==> src/design/assert_macros.svh <==
// Assertion macros for the protection unit RTL.
// Needs clk and rst_n in the scope where a macro is used.
`ifndef ASSERT_MACROS_SVH
`define ASSERT_MACROS_SVH

// Same-cycle implication, checked outside reset.
`define MPU_ASSERT_NOW(lbl, ante, cons, msg) \
  lbl: assert property (@(posedge clk) disable iff (!rst_n) (ante) |-> (cons)) else $error(msg);

// Next-cycle implication, checked outside reset.
`define MPU_ASSERT_NEXT(lbl, ante, cons, msg) \
  lbl: assert property (@(posedge clk) disable iff (!rst_n) (ante) |=> (cons)) else $error(msg);

`endif

==> src/design/cp15mpu_pkg.sv <==
// Package for the coprocessor register file and protection unit.
// Holds register codes, masks, ID constants, types and permission helpers.
package cp15mpu_pkg;

  // Region storage is sized for the largest configuration.
  localparam int REGION_MAX   = 8;
  localparam int REGION_IDX_W = 3;
  localparam int NUM_REGIONS_DEFAULT = 8;

  // Write masks and read-only ID values.
  localparam logic [31:0] CTRL_WRITE_MASK   = 32'h000F_F085;
  localparam logic [31:0] REGION_WRITE_MASK = 32'hFFFF_F03F;
  localparam logic [31:0] TCM_WRITE_MASK    = 32'hFFFF_F03E;
  localparam logic [31:0] LOCK_WRITE_MASK   = 32'h8000_0003;
  localparam logic [31:0] ID_MAIN           = 32'h4105_9461;
  localparam logic [31:0] ID_CACHE_TYPE     = 32'h0F0D_2112;
  localparam logic [31:0] ID_TCM_SIZE       = 32'h0014_0180;
  localparam logic [31:0] ALL_ONES          = 32'hFFFF_FFFF;
  localparam logic [31:0] REGION_BASE_MASK  = 32'hFFFF_F000;

  // Register codes.
  localparam logic [15:0] CODE_ID_MAIN0  = 16'h0000;
  localparam logic [15:0] CODE_ID_CACHE  = 16'h0001;
  localparam logic [15:0] CODE_ID_TCM    = 16'h0002;
  localparam logic [15:0] CODE_ID_MAIN3  = 16'h0003;
  localparam logic [15:0] CODE_ID_MAIN4  = 16'h0004;
  localparam logic [15:0] CODE_ID_MAIN5  = 16'h0005;
  localparam logic [15:0] CODE_ID_MAIN6  = 16'h0006;
  localparam logic [15:0] CODE_ID_MAIN7  = 16'h0007;
  localparam logic [15:0] CODE_CTRL      = 16'h0100;
  localparam logic [15:0] CODE_DCACHE    = 16'h0200;
  localparam logic [15:0] CODE_ICACHE    = 16'h0201;
  localparam logic [15:0] CODE_BUFFER    = 16'h0300;
  localparam logic [15:0] CODE_DPERM_OLD = 16'h0500;
  localparam logic [15:0] CODE_IPERM_OLD = 16'h0501;
  localparam logic [15:0] CODE_DPERM     = 16'h0502;
  localparam logic [15:0] CODE_IPERM     = 16'h0503;
  localparam logic [15:0] CODE_WFI_A     = 16'h0704;
  localparam logic [15:0] CODE_WFI_B     = 16'h0F82;
  localparam logic [15:0] CODE_CM_0      = 16'h0750;
  localparam logic [15:0] CODE_CM_1      = 16'h0751;
  localparam logic [15:0] CODE_CM_2      = 16'h0760;
  localparam logic [15:0] CODE_CM_3      = 16'h0761;
  localparam logic [15:0] CODE_CM_4      = 16'h07A1;
  localparam logic [15:0] CODE_CM_5      = 16'h07A4;
  localparam logic [15:0] CODE_CM_6      = 16'h07E1;
  localparam logic [15:0] CODE_DLOCK     = 16'h0900;
  localparam logic [15:0] CODE_ILOCK     = 16'h0901;
  localparam logic [15:0] CODE_DTCM      = 16'h0910;
  localparam logic [15:0] CODE_ITCM      = 16'h0911;
  localparam logic [15:0] CODE_PID_A     = 16'h0D01;
  localparam logic [15:0] CODE_PID_B     = 16'h0D11;
  localparam logic [7:0]  CODE_REGION_HI = 8'h06;

  // Permission nibble codes.
  localparam logic [3:0] PERM_PRIV_RW   = 4'd1;
  localparam logic [3:0] PERM_USER_RO   = 4'd2;
  localparam logic [3:0] PERM_FULL      = 4'd3;
  localparam logic [3:0] PERM_PRIV_RO   = 4'd5;
  localparam logic [3:0] PERM_ALL_RO    = 4'd6;

  typedef enum logic [1:0] {
    REQ_WRITE  = 2'd0,
    REQ_READ   = 2'd1,
    REQ_LOOKUP = 2'd2
  } req_type_t;

  typedef enum logic [1:0] {
    ST_IDLE,
    ST_WALK,
    ST_HOLD
  } mpu_state_t;

  // Lookup token that travels along the region cells.
  typedef struct packed {
    logic                    valid;
    logic                    user;
    logic [31:0]             addr;
    logic                    hit;
    logic [REGION_IDX_W-1:0] idx;
  } lookup_tok_t;

  // One result beat.
  typedef struct packed {
    logic [31:0] read_data;
    logic        allow_read;
    logic        allow_write;
    logic        allow_exec;
    logic        data_cacheable;
    logic        instr_cacheable;
    logic        bufferable;
    logic        halt_request;
    logic        refused;
  } mpu_result_t;

  // Spread 2-bit legacy permissions into the low bits of each nibble.
  function automatic logic [31:0] widen_pairs(input logic [31:0] v);
    logic [31:0] r;
    r = '0;
    for (int k = 0; k < 8; k++) begin
      r[4*k +: 2] = v[2*k +: 2];
    end
    return r;
  endfunction

  // Collect the low two bits of each nibble.
  function automatic logic [31:0] narrow_nibbles(input logic [31:0] v);
    logic [31:0] r;
    r = '0;
    for (int k = 0; k < 8; k++) begin
      r[2*k +: 2] = v[4*k +: 2];
    end
    return r;
  endfunction

  // Data permission: returns {read, write}.
  function automatic logic [1:0] data_perm(input logic [3:0] p, input logic user);
    logic [1:0] rw;
    rw = 2'b00;
    case (p)
      PERM_PRIV_RW: rw = user ? 2'b00 : 2'b11;
      PERM_USER_RO: rw = user ? 2'b10 : 2'b11;
      PERM_FULL:    rw = 2'b11;
      PERM_PRIV_RO: rw = user ? 2'b00 : 2'b10;
      PERM_ALL_RO:  rw = 2'b10;
      default:      rw = 2'b00;
    endcase
    return rw;
  endfunction

  // Instruction permission: returns exec.
  function automatic logic instr_perm(input logic [3:0] p, input logic user);
    logic x;
    x = 1'b0;
    case (p) inside
      PERM_PRIV_RW, PERM_PRIV_RO:          x = !user;
      PERM_USER_RO, PERM_FULL, PERM_ALL_RO: x = 1'b1;
      default:                             x = 1'b0;
    endcase
    return x;
  endfunction

endpackage

==> src/design/cp15mpu_ifs.sv <==
// Valid/ready channel interfaces for the request and result beats.
// Depends on nothing; field widths follow the block's port list.
interface cp15mpu_in_if;
  logic        valid;
  logic        ready;
  logic [1:0]  req_type;
  logic [15:0] reg_code;
  logic [31:0] write_value;
  logic [31:0] access_address;
  logic        user_mode;

  modport source (output valid, req_type, reg_code, write_value, access_address,
                  user_mode, input ready);
  modport sink (input valid, req_type, reg_code, write_value, access_address,
                user_mode, output ready);
endinterface

interface cp15mpu_out_if;
  logic        valid;
  logic        ready;
  logic [31:0] read_data;
  logic        allow_read;
  logic        allow_write;
  logic        allow_exec;
  logic        data_cacheable;
  logic        instr_cacheable;
  logic        bufferable;
  logic        halt_request;
  logic        refused;

  modport source (output valid, read_data, allow_read, allow_write, allow_exec,
                  data_cacheable, instr_cacheable, bufferable, halt_request,
                  refused, input ready);
  modport sink (input valid, read_data, allow_read, allow_write, allow_exec,
                data_cacheable, instr_cacheable, bufferable, halt_request,
                refused, output ready);
endinterface

==> src/design/cp15_mpu_protection_unit_top.sv <==
// Top level of the coprocessor register file and protection unit.
// Depends on cp15mpu_pkg, cp15mpu_ifs and cp15mpu_region_cell.
//
// The block takes one request beat at a time. A register write or read puts
// its result in the result register when it is accepted; the result moves to
// the output register once that register is free, and from then on the next
// request can be accepted. An address lookup walks one region cell per cycle
// along a chain of NUM_REGIONS cells, each registering the token; its result
// then takes the same path through the result and output registers. The
// output register lets a new request be accepted while the previous result
// still waits downstream. Writes take effect when the write is accepted;
// halt_request is a single result beat flag, not a level.
module cp15_mpu_protection_unit_top #(
  parameter int NUM_REGIONS = cp15mpu_pkg::NUM_REGIONS_DEFAULT
) (
  input logic           clk,
  input logic           rst_n,
  cp15mpu_in_if.sink    in_bus,
  cp15mpu_out_if.source out_bus
);
  import cp15mpu_pkg::*;
  `include "assert_macros.svh"

  localparam logic [3:0] REGION_CNT = 4'(NUM_REGIONS);

  mpu_state_t  state_r, state_nxt;
  mpu_result_t res_r, res_nxt;
  mpu_result_t out_r;
  logic        out_valid_r;

  logic [31:0] ctrl_r, dcache_r, icache_r, buf_r, dperm_r, iperm_r, pid_r;
  logic [31:0] lock_r [2];
  logic [31:0] tcm_r [2];

  lookup_tok_t tok [NUM_REGIONS+1];
  logic [31:0] region_word [REGION_MAX];
  logic [REGION_MAX-1:0] region_wr;
  logic [NUM_REGIONS-1:0] tok_vld;

  logic        accept;
  logic        out_load;
  logic        is_region;
  logic [REGION_IDX_W-1:0] region_sel;
  logic        wr_fire;
  logic        wr_known;
  logic        wr_halt;
  logic        rd_known;
  logic [31:0] rd_data;
  logic [31:0] wv;
  logic [15:0] code;
  mpu_result_t reg_res;
  mpu_result_t look_res;
  logic [3:0]  dp, ip;
  logic [1:0]  drw;

  assign accept   = in_bus.valid && in_bus.ready;
  assign out_load = (state_r == ST_HOLD) && (!out_valid_r || out_bus.ready);
  assign code     = in_bus.reg_code;
  assign wv       = in_bus.write_value;

  // Region register codes are 0x06n0 and 0x06n1 with n below the region count.
  assign is_region  = (code[15:8] == CODE_REGION_HI) && (code[3:1] == 3'b000) &&
                      (code[7:4] < REGION_CNT);
  assign region_sel = code[4 +: REGION_IDX_W];
  assign wr_fire    = accept && (in_bus.req_type == REQ_WRITE) && !in_bus.user_mode;

  // Write decode: which codes are known and which raise a halt.
  always_comb begin
    wr_known = 1'b1;
    wr_halt  = 1'b0;
    if (!is_region) begin
      unique case (code) inside
        CODE_CTRL, CODE_DCACHE, CODE_ICACHE, CODE_BUFFER,
        CODE_DPERM_OLD, CODE_IPERM_OLD, CODE_DPERM, CODE_IPERM,
        CODE_DLOCK, CODE_ILOCK, CODE_DTCM, CODE_ITCM,
        CODE_PID_A, CODE_PID_B: wr_known = 1'b1;
        CODE_WFI_A, CODE_WFI_B: wr_halt = 1'b1;
        CODE_CM_0, CODE_CM_1, CODE_CM_2, CODE_CM_3,
        CODE_CM_4, CODE_CM_5, CODE_CM_6: wr_known = 1'b1;
        default: wr_known = 1'b0;
      endcase
    end
  end

  // Read decode.
  always_comb begin
    rd_known = 1'b1;
    rd_data  = '0;
    if (is_region) begin
      rd_data = region_word[region_sel];
    end else begin
      unique case (code) inside
        CODE_ID_MAIN0, CODE_ID_MAIN3, CODE_ID_MAIN4,
        CODE_ID_MAIN5, CODE_ID_MAIN6, CODE_ID_MAIN7: rd_data = ID_MAIN;
        CODE_ID_CACHE:  rd_data = ID_CACHE_TYPE;
        CODE_ID_TCM:    rd_data = ID_TCM_SIZE;
        CODE_CTRL:      rd_data = ctrl_r;
        CODE_DCACHE:    rd_data = dcache_r;
        CODE_ICACHE:    rd_data = icache_r;
        CODE_BUFFER:    rd_data = buf_r;
        CODE_DPERM_OLD: rd_data = narrow_nibbles(dperm_r);
        CODE_IPERM_OLD: rd_data = narrow_nibbles(iperm_r);
        CODE_DPERM:     rd_data = dperm_r;
        CODE_IPERM:     rd_data = iperm_r;
        CODE_DLOCK:     rd_data = lock_r[0];
        CODE_ILOCK:     rd_data = lock_r[1];
        CODE_DTCM:      rd_data = tcm_r[0];
        CODE_ITCM:      rd_data = tcm_r[1];
        CODE_PID_A, CODE_PID_B: rd_data = pid_r;
        default:        rd_known = 1'b0;
      endcase
    end
  end

  // Result of a register access or an unknown request type.
  always_comb begin
    reg_res = '0;
    unique case (in_bus.req_type)
      REQ_WRITE: begin
        reg_res.refused      = in_bus.user_mode || !wr_known;
        reg_res.halt_request = !in_bus.user_mode && wr_halt;
      end
      REQ_READ: begin
        reg_res.refused = in_bus.user_mode || !rd_known;
        if (!reg_res.refused) begin
          reg_res.read_data = rd_data;
        end
      end
      default: reg_res.refused = 1'b1;
    endcase
  end

  // Result of a lookup once the token leaves the last cell.
  always_comb begin
    look_res = '0;
    dp  = dperm_r[4*tok[NUM_REGIONS].idx +: 4];
    ip  = iperm_r[4*tok[NUM_REGIONS].idx +: 4];
    drw = data_perm(dp, tok[NUM_REGIONS].user);
    if (!ctrl_r[0]) begin
      look_res.allow_read  = 1'b1;
      look_res.allow_write = 1'b1;
      look_res.allow_exec  = 1'b1;
    end else if (tok[NUM_REGIONS].hit) begin
      look_res.allow_read      = drw[1];
      look_res.allow_write     = drw[0];
      look_res.allow_exec      = instr_perm(ip, tok[NUM_REGIONS].user);
      look_res.data_cacheable  = ctrl_r[2] && dcache_r[tok[NUM_REGIONS].idx];
      look_res.instr_cacheable = ctrl_r[12] && icache_r[tok[NUM_REGIONS].idx];
      look_res.bufferable      = buf_r[tok[NUM_REGIONS].idx];
    end
  end

  // Inject a lookup token into the first cell.
  always_comb begin
    tok[0].valid = accept && (in_bus.req_type == REQ_LOOKUP);
    tok[0].user  = in_bus.user_mode;
    tok[0].addr  = in_bus.access_address;
    tok[0].hit   = 1'b0;
    tok[0].idx   = '0;
  end

  // Region write strobes.
  always_comb begin
    region_wr = '0;
    if (wr_fire && is_region) begin
      region_wr[region_sel] = 1'b1;
    end
  end

  // Chain of region cells.
  for (genvar g = 0; g < REGION_MAX; g++) begin : g_region
    if (g < NUM_REGIONS) begin : g_cell
      cp15mpu_region_cell #(
        .INDEX(g)
      ) u_cell (
        .clk    (clk),
        .rst_n  (rst_n),
        .wr_en  (region_wr[g]),
        .wr_data(wv & REGION_WRITE_MASK),
        .tok_i  (tok[g]),
        .tok_o  (tok[g+1]),
        .word_o (region_word[g])
      );
      assign tok_vld[g] = tok[g+1].valid;
    end else begin : g_absent
      assign region_word[g] = '0;
    end
  end

  // Request sequencer.
  always_comb begin
    state_nxt    = state_r;
    res_nxt      = res_r;
    in_bus.ready = 1'b0;
    unique case (state_r)
      ST_IDLE: begin
        in_bus.ready = 1'b1;
        if (accept) begin
          if (in_bus.req_type == REQ_LOOKUP) begin
            state_nxt = ST_WALK;
          end else begin
            res_nxt   = reg_res;
            state_nxt = ST_HOLD;
          end
        end
      end
      ST_WALK: begin
        if (tok[NUM_REGIONS].valid) begin
          res_nxt   = look_res;
          state_nxt = ST_HOLD;
        end
      end
      ST_HOLD: begin
        if (out_load) begin
          state_nxt = ST_IDLE;
        end
      end
      default: state_nxt = ST_IDLE;
    endcase
  end

  always_ff @(posedge clk) begin
    if (!rst_n) begin
      state_r <= ST_IDLE;
    end else begin
      state_r <= state_nxt;
    end
    res_r <= res_nxt;
  end

  // Coprocessor register file.
  always_ff @(posedge clk) begin
    if (!rst_n) begin
      ctrl_r   <= '0;
      dcache_r <= '0;
      icache_r <= '0;
      buf_r    <= '0;
      dperm_r  <= '0;
      iperm_r  <= '0;
      pid_r    <= '0;
      lock_r   <= '{default: '0};
      tcm_r    <= '{default: '0};
    end else if (wr_fire && !is_region) begin
      case (code)
        CODE_CTRL:      ctrl_r <= (ctrl_r & ~CTRL_WRITE_MASK) | (wv & CTRL_WRITE_MASK);
        CODE_DCACHE:    dcache_r <= wv;
        CODE_ICACHE:    icache_r <= wv;
        CODE_BUFFER:    buf_r <= wv;
        CODE_DPERM_OLD: dperm_r <= widen_pairs(wv);
        CODE_IPERM_OLD: iperm_r <= widen_pairs(wv);
        CODE_DPERM:     dperm_r <= wv;
        CODE_IPERM:     iperm_r <= wv;
        CODE_DLOCK:     lock_r[0] <= wv & LOCK_WRITE_MASK;
        CODE_ILOCK:     lock_r[1] <= wv & LOCK_WRITE_MASK;
        CODE_DTCM:      tcm_r[0] <= wv & TCM_WRITE_MASK;
        CODE_ITCM:      tcm_r[1] <= wv & TCM_WRITE_MASK;
        CODE_PID_A:     pid_r <= wv;
        CODE_PID_B:     pid_r <= wv;
        default:        pid_r <= pid_r;
      endcase
    end
  end

  // Output register.
  always_ff @(posedge clk) begin
    if (!rst_n) begin
      out_valid_r <= 1'b0;
    end else if (out_load) begin
      out_valid_r <= 1'b1;
    end else if (out_bus.ready) begin
      out_valid_r <= 1'b0;
    end
    if (out_load) begin
      out_r <= res_r;
    end
  end

  assign out_bus.valid           = out_valid_r;
  assign out_bus.read_data       = out_r.read_data;
  assign out_bus.allow_read      = out_r.allow_read;
  assign out_bus.allow_write     = out_r.allow_write;
  assign out_bus.allow_exec      = out_r.allow_exec;
  assign out_bus.data_cacheable  = out_r.data_cacheable;
  assign out_bus.instr_cacheable = out_r.instr_cacheable;
  assign out_bus.bufferable      = out_r.bufferable;
  assign out_bus.halt_request    = out_r.halt_request;
  assign out_bus.refused         = out_r.refused;

  // Only one lookup may be in the chain, and it must finish while walking.
  `MPU_ASSERT_NOW(a_one_token, 1'b1, $countones(tok_vld) <= 1, "two lookups in chain")
  `MPU_ASSERT_NOW(a_token_walk, tok[NUM_REGIONS].valid, state_r == ST_WALK,
                  "lookup left chain outside walk state")
  `MPU_ASSERT_NOW(a_hold_empty, state_r == ST_HOLD, tok_vld == '0,
                  "chain busy while result is held")
  `MPU_ASSERT_NEXT(a_out_load, out_load, out_valid_r && state_r == ST_IDLE,
                   "held result not moved to output")

endmodule

==> src/design/cp15mpu_region_cell.sv <==
// One protection region: holds its region word and checks a passing lookup.
// Depends on cp15mpu_pkg for the lookup token and masks.
module cp15mpu_region_cell #(
  parameter int INDEX = 0
) (
  input  logic                     clk,
  input  logic                     rst_n,
  input  logic                     wr_en,
  input  logic [31:0]              wr_data,
  input  cp15mpu_pkg::lookup_tok_t tok_i,
  output cp15mpu_pkg::lookup_tok_t tok_o,
  output logic [31:0]              word_o
);
  import cp15mpu_pkg::*;

  logic [31:0] word_r;
  lookup_tok_t tok_r;
  lookup_tok_t tok_nxt;
  logic [5:0]  size;
  logic [31:0] mask;
  logic        match;

  // Region size is 2^(field+1) bytes, never below 4 KiB.
  always_comb begin
    size = {1'b0, word_r[5:1]} + 6'd1;
    if (size < 6'd12) begin
      size = 6'd12;
    end
    mask  = (size >= 6'd32) ? '0 : (ALL_ONES << size[4:0]);
    match = word_r[0] && ((tok_i.addr & mask) == (word_r & REGION_BASE_MASK));
  end

  // A later cell overrides, so the highest matching region wins.
  always_comb begin
    tok_nxt = tok_i;
    if (match) begin
      tok_nxt.hit = 1'b1;
      tok_nxt.idx = REGION_IDX_W'(INDEX);
    end
  end

  always_ff @(posedge clk) begin
    if (!rst_n) begin
      word_r      <= '0;
      tok_r.valid <= 1'b0;
    end else begin
      if (wr_en) begin
        word_r <= wr_data;
      end
      tok_r.valid <= tok_nxt.valid;
    end
    tok_r.user <= tok_nxt.user;
    tok_r.addr <= tok_nxt.addr;
    tok_r.hit  <= tok_nxt.hit;
    tok_r.idx  <= tok_nxt.idx;
  end

  assign tok_o  = tok_r;
  assign word_o = word_r;

endmodule

==> src/flat_wrapper.sv <==
// flat-port wrapper written by rule: the top's interface ports become plain ports
module cp15_mpu_protection_unit_top_flat import cp15mpu_pkg::*;
#(
  parameter int NUM_REGIONS = cp15mpu_pkg::NUM_REGIONS_DEFAULT
)
  (clk, rst_n, in_bus_valid, in_bus_req_type, in_bus_reg_code, in_bus_write_value, in_bus_access_address, in_bus_user_mode, in_bus_ready, out_bus_valid, out_bus_read_data, out_bus_allow_read, out_bus_allow_write, out_bus_allow_exec, out_bus_data_cacheable, out_bus_instr_cacheable, out_bus_bufferable, out_bus_halt_request, out_bus_refused, out_bus_ready);
  cp15mpu_in_if in_bus_i ();
  cp15mpu_out_if out_bus_i ();
  input logic clk;
  input logic rst_n;
  input wire logic [$bits(in_bus_i.valid)-1:0] in_bus_valid;
  input wire logic [$bits(in_bus_i.req_type)-1:0] in_bus_req_type;
  input wire logic [$bits(in_bus_i.reg_code)-1:0] in_bus_reg_code;
  input wire logic [$bits(in_bus_i.write_value)-1:0] in_bus_write_value;
  input wire logic [$bits(in_bus_i.access_address)-1:0] in_bus_access_address;
  input wire logic [$bits(in_bus_i.user_mode)-1:0] in_bus_user_mode;
  output wire logic [$bits(in_bus_i.ready)-1:0] in_bus_ready;
  output wire logic [$bits(out_bus_i.valid)-1:0] out_bus_valid;
  output wire logic [$bits(out_bus_i.read_data)-1:0] out_bus_read_data;
  output wire logic [$bits(out_bus_i.allow_read)-1:0] out_bus_allow_read;
  output wire logic [$bits(out_bus_i.allow_write)-1:0] out_bus_allow_write;
  output wire logic [$bits(out_bus_i.allow_exec)-1:0] out_bus_allow_exec;
  output wire logic [$bits(out_bus_i.data_cacheable)-1:0] out_bus_data_cacheable;
  output wire logic [$bits(out_bus_i.instr_cacheable)-1:0] out_bus_instr_cacheable;
  output wire logic [$bits(out_bus_i.bufferable)-1:0] out_bus_bufferable;
  output wire logic [$bits(out_bus_i.halt_request)-1:0] out_bus_halt_request;
  output wire logic [$bits(out_bus_i.refused)-1:0] out_bus_refused;
  input wire logic [$bits(out_bus_i.ready)-1:0] out_bus_ready;
  assign in_bus_i.valid = in_bus_valid;
  assign in_bus_i.req_type = in_bus_req_type;
  assign in_bus_i.reg_code = in_bus_reg_code;
  assign in_bus_i.write_value = in_bus_write_value;
  assign in_bus_i.access_address = in_bus_access_address;
  assign in_bus_i.user_mode = in_bus_user_mode;
  assign in_bus_ready = in_bus_i.ready;
  assign out_bus_valid = out_bus_i.valid;
  assign out_bus_read_data = out_bus_i.read_data;
  assign out_bus_allow_read = out_bus_i.allow_read;
  assign out_bus_allow_write = out_bus_i.allow_write;
  assign out_bus_allow_exec = out_bus_i.allow_exec;
  assign out_bus_data_cacheable = out_bus_i.data_cacheable;
  assign out_bus_instr_cacheable = out_bus_i.instr_cacheable;
  assign out_bus_bufferable = out_bus_i.bufferable;
  assign out_bus_halt_request = out_bus_i.halt_request;
  assign out_bus_refused = out_bus_i.refused;
  assign out_bus_i.ready = out_bus_ready;
  cp15_mpu_protection_unit_top #(.NUM_REGIONS(NUM_REGIONS)) u_core (.clk(clk), .rst_n(rst_n), .in_bus(in_bus_i), .out_bus(out_bus_i));
endmodule
==> config.mk <==
export PLATFORM = sky130hd
export DESIGN_NAME = cp15_mpu_protection_unit_top_flat
export DESIGN_NICKNAME = d
export VERILOG_FILES = /design/src/design/cp15mpu_pkg.sv /design/src/design/cp15mpu_ifs.sv /design/src/design/cp15_mpu_protection_unit_top.sv /design/src/design/cp15mpu_region_cell.sv /design/src/flat_wrapper.sv
export VERILOG_INCLUDE_DIRS = /design/src /design/src/design
export SDC_FILE = /design/constraint.sdc
export NUM_CORES = 2
export LEC_CHECK = 0
export BUFFER_PORTS_ARGS = -buffer_cell sky130_fd_sc_hd__buf_2
export CAP_MARGIN = 20
export CORE_ASPECT_RATIO = 0.9
export CORE_MARGIN = 2
export CORE_UTILIZATION = 45
export CTS_BUF_LIST = sky130_fd_sc_hd__clkbuf_4 sky130_fd_sc_hd__clkbuf_8
export DETAILED_ROUTE_END_ITERATION = 10
export PLACE_DENSITY = 0.58
export RECOVER_POWER = 25
export SETUP_SLACK_MARGIN = 0.02
export SYNTH_ARGS = -nofsm -noshare
export SYNTH_HDL_FRONTEND = slang
export SYNTH_HIERARCHICAL = 1
export SYNTH_SLANG_ARGS = --single-unit
==> constraint.sdc <==
create_clock -name clk -period 4.2 [get_ports clk]
set_input_delay 1.26 -clock clk [delete_from_list [all_inputs] [get_ports clk]]
set_output_delay 1.26 -clock clk [all_outputs]
set_load 0.02 [all_outputs]
After elaboration in Yosys (flattened, before gate mapping)
Index checks and enable logic that the tools add are counted.

cells by class
  add/subtract/negate cells = 8
  order comparisons = 21
  equal/unequal tests = 57
  shift-type cells = 10
  multiplexer cells = 64
  bitwise operators = 10
  reduce and logical (&&, ||, !) cells = 58

operator list
  kind                   number
  $pmux 32 s16           1
  $mux 32                13
  $and 32x32->32         8
  $eq 32x32->1           8
  $shl 32x5->32 const A  8
  $eq 16x11->1 const B   12
  $pmux 32 s2            2
  $mux 40                3
  $eq 16x12->1 const B   7
  $bmux 32 s3            1
  $pmux 40 s2            1
  $eq 16x3->1 const B    4
  $shiftx 32x6->4        2
  $mux 6                 9
  $add 5x1->6 const B    8
  $eq 16x10->1 const B   3
  $ge 6x6->1 const B     8
  $lt 6x4->1 const B     8
  $eq 16x2->1 const B    2
  $or 32x20->32          1
  $reduce_or 23->1       1
  $reduce_and 2->1       11
  $reduce_or 22->1       1
  $logic_and 1x1->1      21
  37 further kinds       85

word-level totals
  register bits = 843
  bits of input ports = 87
  output and inout port bits = 42
  logic and storage cells = 306

Logic depth before layout (Yosys ltp)
  depth in word-level cells = 11
  mapped depth = 12
  mapped depth without buffers = 8

Modules after synthesis
Netlist, hierarchy kept.

by module, submodules not included
  module                                                      times used  cells an instance  area an instance (sq um)
  cp15_mpu_protection_unit_top                                1           1,889              18,240.0
  cp15mpu_region_cell (u_core.g_region[1].g_cell.u_cell ...)  2           303                3,037.9
  cp15mpu_region_cell (u_core.g_region[7].g_cell.u_cell)      1           304                3,051.7
  cp15mpu_region_cell (u_core.g_region[4].g_cell.u_cell)      1           299                3,014.1
  cp15mpu_region_cell (u_core.g_region[5].g_cell.u_cell)      1           298                3,011.6
  cp15mpu_region_cell (u_core.g_region[3].g_cell.u_cell)      1           300                3,005.4
  cp15mpu_region_cell (u_core.g_region[0].g_cell.u_cell)      1           300                3,004.1
  cp15mpu_region_cell (u_core.g_region[6].g_cell.u_cell)      1           300                2,995.4

Worst setup path after synthesis
Ideal clock, no wire load.

  kind = input-to-reg
  from = input in_bus_reg_code[13]
  to = register u_core.g_region[7].g_cell.u_cell.word_r[0]
  library setup time = 117 ps
  arrival = 3,571 ps
  required time = 4,083 ps
  slack = 513 ps
  cell stages on the path = 11
  path buffers = 4
  path through = nor4_4 > nand4_1 > clkbuf_1 > clkbuf_1 > nor2_1 > nand2_1 > nor2_1 > clkbuf_1 > buf_1 > mux2i_1 > nor2b_1

between the ends
  word-level cells in the longest chain between the ends = 5

RTL lines
  element                          RTL line                             text
  start: declaration               flat_wrapper.sv:13                   input wire logic [$bits(in_bus_i.reg_code)-1:0] in_bus_reg_code;
  $eq 8x3->1                       cp15_mpu_protection_unit_top.sv:62   assign is_region = (code[15:8] == CODE_REGION_HI) && (code[3:1] == 3'b000) &&
  $logic_and 1x1->1 (2 in series)  cp15_mpu_protection_unit_top.sv:62
  $logic_and 1x1->1                cp15_mpu_protection_unit_top.sv:165  if (wr_fire && is_region) begin
  $mux 8                           cp15_mpu_protection_unit_top.sv:165
  net u_core.region_wr[7]          cp15_mpu_protection_unit_top.sv:37   logic [REGION_MAX-1:0] region_wr;
  end signal: assignment           cp15mpu_region_cell.sv:48            word_r <= wr_data;
  end: declaration                 cp15mpu_region_cell.sv:16            logic [31:0] word_r;

The timed path passes the listed nets, and every way through them passes these cells.
A chain may end at the register's enable or synchronous reset.

Worst setup path after layout
  from = input rst_n
  to = register u_core.out_valid_r, in the netlist u_core/out_bus.valid

RTL lines
  element                 RTL line                             text
  start: declaration      flat_wrapper.sv:10                   input logic rst_n;
  end signal: assignment  cp15_mpu_protection_unit_top.sv:267  out_valid_r <= 1'b0;
  end signal: assignment  cp15_mpu_protection_unit_top.sv:269  out_valid_r <= 1'b1;
  end signal: assignment  cp15_mpu_protection_unit_top.sv:271  out_valid_r <= 1'b0;
  end: declaration        cp15_mpu_protection_unit_top.sv:29   logic out_valid_r;

No word-level cell between the ends.

==> out/summary.txt <==
============================================================================
Run status                                                      finished with violations
Violations in the final reports                                 max-capacitance violations, max-slew violations
P&R area growth vs syn                                                 14.3%
Crit-path leading delay family                                  buffers and inverters
Max stage delay cell, worst path                                    clkbuf_2
Total detailed-routing wirelength                                  165000 um
Via density per instance                                                6.22
Leakage power of the design                                          15.9 nW
Count of buffers added by post-CTS timing repair for setup                 0
MaxCap Viol Count                                                          2
CTS tree                                                                done
Worst hold path class                                             reg -> reg
Worst EP arrival                                                     4.30 ns
Initial core utilization                                               45.5%
Number of ports placed on the die boundary                               129
Number of H-tree levels                                                    4
Type of origin of the critical path                               input port
Count of yosys warnings during synthesis                                   6
Skew final                                                         0.0384 ns
Number of global-route vias before repair                              32100
Total power after layout                                             16.5 mW
Total global-route track usage                                         35.2%
Final period demand of the worst path                                3.59 ns
Setup crit end kind                                                flip-flop
Number of I/O port buffers                                               116
Average instance area after synthesis                               9.59 um2
Aggregate negative setup slack                                          0 ns
Clock transition at path regs                                        0.06 ns
Number of failing hold endpoints at the final stage                        0
Sink Count                                                               786
Layout Nets                                                             4480
Slew @ Worst Pin                                                     2.78 ns
Width of the chip                                                     319 um
Standard-cell rows                                                       103
Cell count after synthesis                                              4180
Die ar.                                                            91500 um2
Pin count of the biggest net entering global routing                     109
DP Cell Count                                                           5403
Mapped Area                                                        40100 um2
Finished layout cell area                                          45800 um2
Count of vias placed by the detailed router                            35200
Clock network latency to the later pin of the worst-skew pair        0.82 ns
Total cell area at the placement stage                             42800 um2
Sum of overflow across all layers after global routing                     0
Wire length of the first global-routing pass                       234000 um
PostCTS Resize Cnt                                                         0
Slew Viols, Final                                                        146
Vert. Die Dim                                                         287 um
Crit path kind                                                     in -> reg
Final cell count without fillers                                        5655
Required @ worst endpoint                                            4.92 ns
Buffers plus inverters on the worst setup path                             2
Crit-path most repeated cell                                        clkbuf_2
DRC Markers                                                                0
Chain of cells forming the critical path                        clkbuf_2 > clkbuf_2 > a21boi_0
Setup repair after global routing missed its margin                    false
Worst vdd rail ir drop                                              0.261 mV
Biggest fanout along the worst timing path                               108
Max clock buf depth                                                        3
Worst slew margin relative to its limit                               -85.1%
Detailed router's first-iteration violation count                       4873
Achievable clock frequency                                           279 MHz
Antenna violations before repair                                          14
Power per standard cell area                                      360 nW/um2
Number of CTS-inserted buffers                                           135
Remaining antenna violation count                                          0
Final routed wire length divided by cell count                       29.2 um
Core box area                                                      88000 um2
Share of layout cells above drive strength 1                           17.2%
Routability Congestion                                                 0.990
Router iterations before antenna repair                                    6
Hold-fix buffers at CTS                                                    0
Final period util                                                      85.4%
HPWL after detailed placement                                      119000 um
Worst stage delay on the critical path                               1.59 ns
Clk Tree Root Cell                                                  clkbuf_8
Final Setup Violations                                                     0
============================================================================
==> power by group <==
part           internal, mW  switching, mW  total [mW]
Sequential             7.73          0.115        7.85
Combinational         0.303          0.605       0.907
Clock                  4.40           3.34        7.74
==> placed cells by master (no fill, tap or decap), types with 30 or more instances in the layout <==
cell	instances
buf_2	94
mux2i_1	340
clkbuf_4	41
mux4_2	87
xnor2_1	47
nand2_1	568
a21boi_0	147
nand3_1	67
inv_1	62
o21ai_0	92
clkbuf_8	173
a31oi_1	52
edfxtp_1	80
a22oi_1	78
nor3_1	43
nor2b_1	355
nor2_1	114
and4_1	33
o211a_1	35
conb_1	52
nand4_1	77
a21oi_1	117
and3_1	34
o22ai_1	30
dfxtp_1	706
nand2b_1	56
a21boi_1	60
buf_4	181
==> state kept, by name (all words and copies together), names as in the netlist <==
name / flops
u_core/out_bus.refused: 1
u_core/ctrl_r: 11
u_core/dcache_r: 32
u_core/icache_r: 32
u_core/out_bus.allow_write: 1
u_core/out_bus.allow_exec: 1
u_core/out_bus.read_data: 32
u_core/out_bus.bufferable: 1
u_core/out_bus.halt_request: 1
u_core/out_bus.instr_cacheable: 1
u_core/res_r: 40
u_core/pid_r: 32
u_core/state_r: 2
u_core/out_bus.valid: 1
u_core/g_region.g_cell.u_cell/tok_o: 188
u_core/out_bus.allow_read: 1
u_core/lock_r: 6
u_core/tcm_r: 50
u_core/dperm_r: 32
u_core/g_region.g_cell.u_cell/word_o: 256
u_core/buf_r: 32
u_core/iperm_r: 32
u_core/out_bus.data_cacheable: 1
==> final timing paths <==
check                                              from  slack, ns  cells past startpoint                                         end
max                                               rst_n       0.61                      3                        u_core/out_bus.valid
min          u_core/g_region[0].g_cell.u_cell/tok_o[36]       0.33                      0  u_core/g_region[1].g_cell.u_cell/tok_o[36]
max reg2reg  u_core/g_region[3].g_cell.u_cell/word_o[1]       0.63                      8   u_core/g_region[3].g_cell.u_cell/tok_o[2]
min reg2reg  u_core/g_region[0].g_cell.u_cell/tok_o[36]       0.33                      0  u_core/g_region[1].g_cell.u_cell/tok_o[36]
==> routing by layer <==
layer / vias up / GRT usage, % / routed length (um) / part of all wire [%]
li1: 15700 / - / - / -
met1: 17200 / 51.9 / 73500 / 45
met2: 2088 / 50.7 / 68200 / 41
met3: 225 / 9.58 / 19900 / 12
met4: 6 / 8.76 / 3410 / 2.1
met5: - / 0 / 37 / 0.022
==> metrics by stage <==
step / setup slack (ns) / utilization, % / hold WS, ns
6_report: 0.614 / 52.0 / 0.328
5_1_grt: 0.492 / 52.0 / 0.337
4_1_cts: 0.630 / 52.1 / 0.330
3_5_place_dp: -0.177 / 48.7 / 0.314
3_3_place_gp: -0.160 / 48.7 / 0.312
2_1_floorplan: 0.513 / - / 0.310
==> cell type report <==
type	count	area, um2
timing repair buffer	328	2490
fill	8198	42200
clock buffer	214	2690
multi-input combinational	3072	22100
clock inverter	33	338
antenna	5	12.5
sequential	786	16500
inverter	62	233
tap	1155	1450
Power figures use the tool's default switching activity.
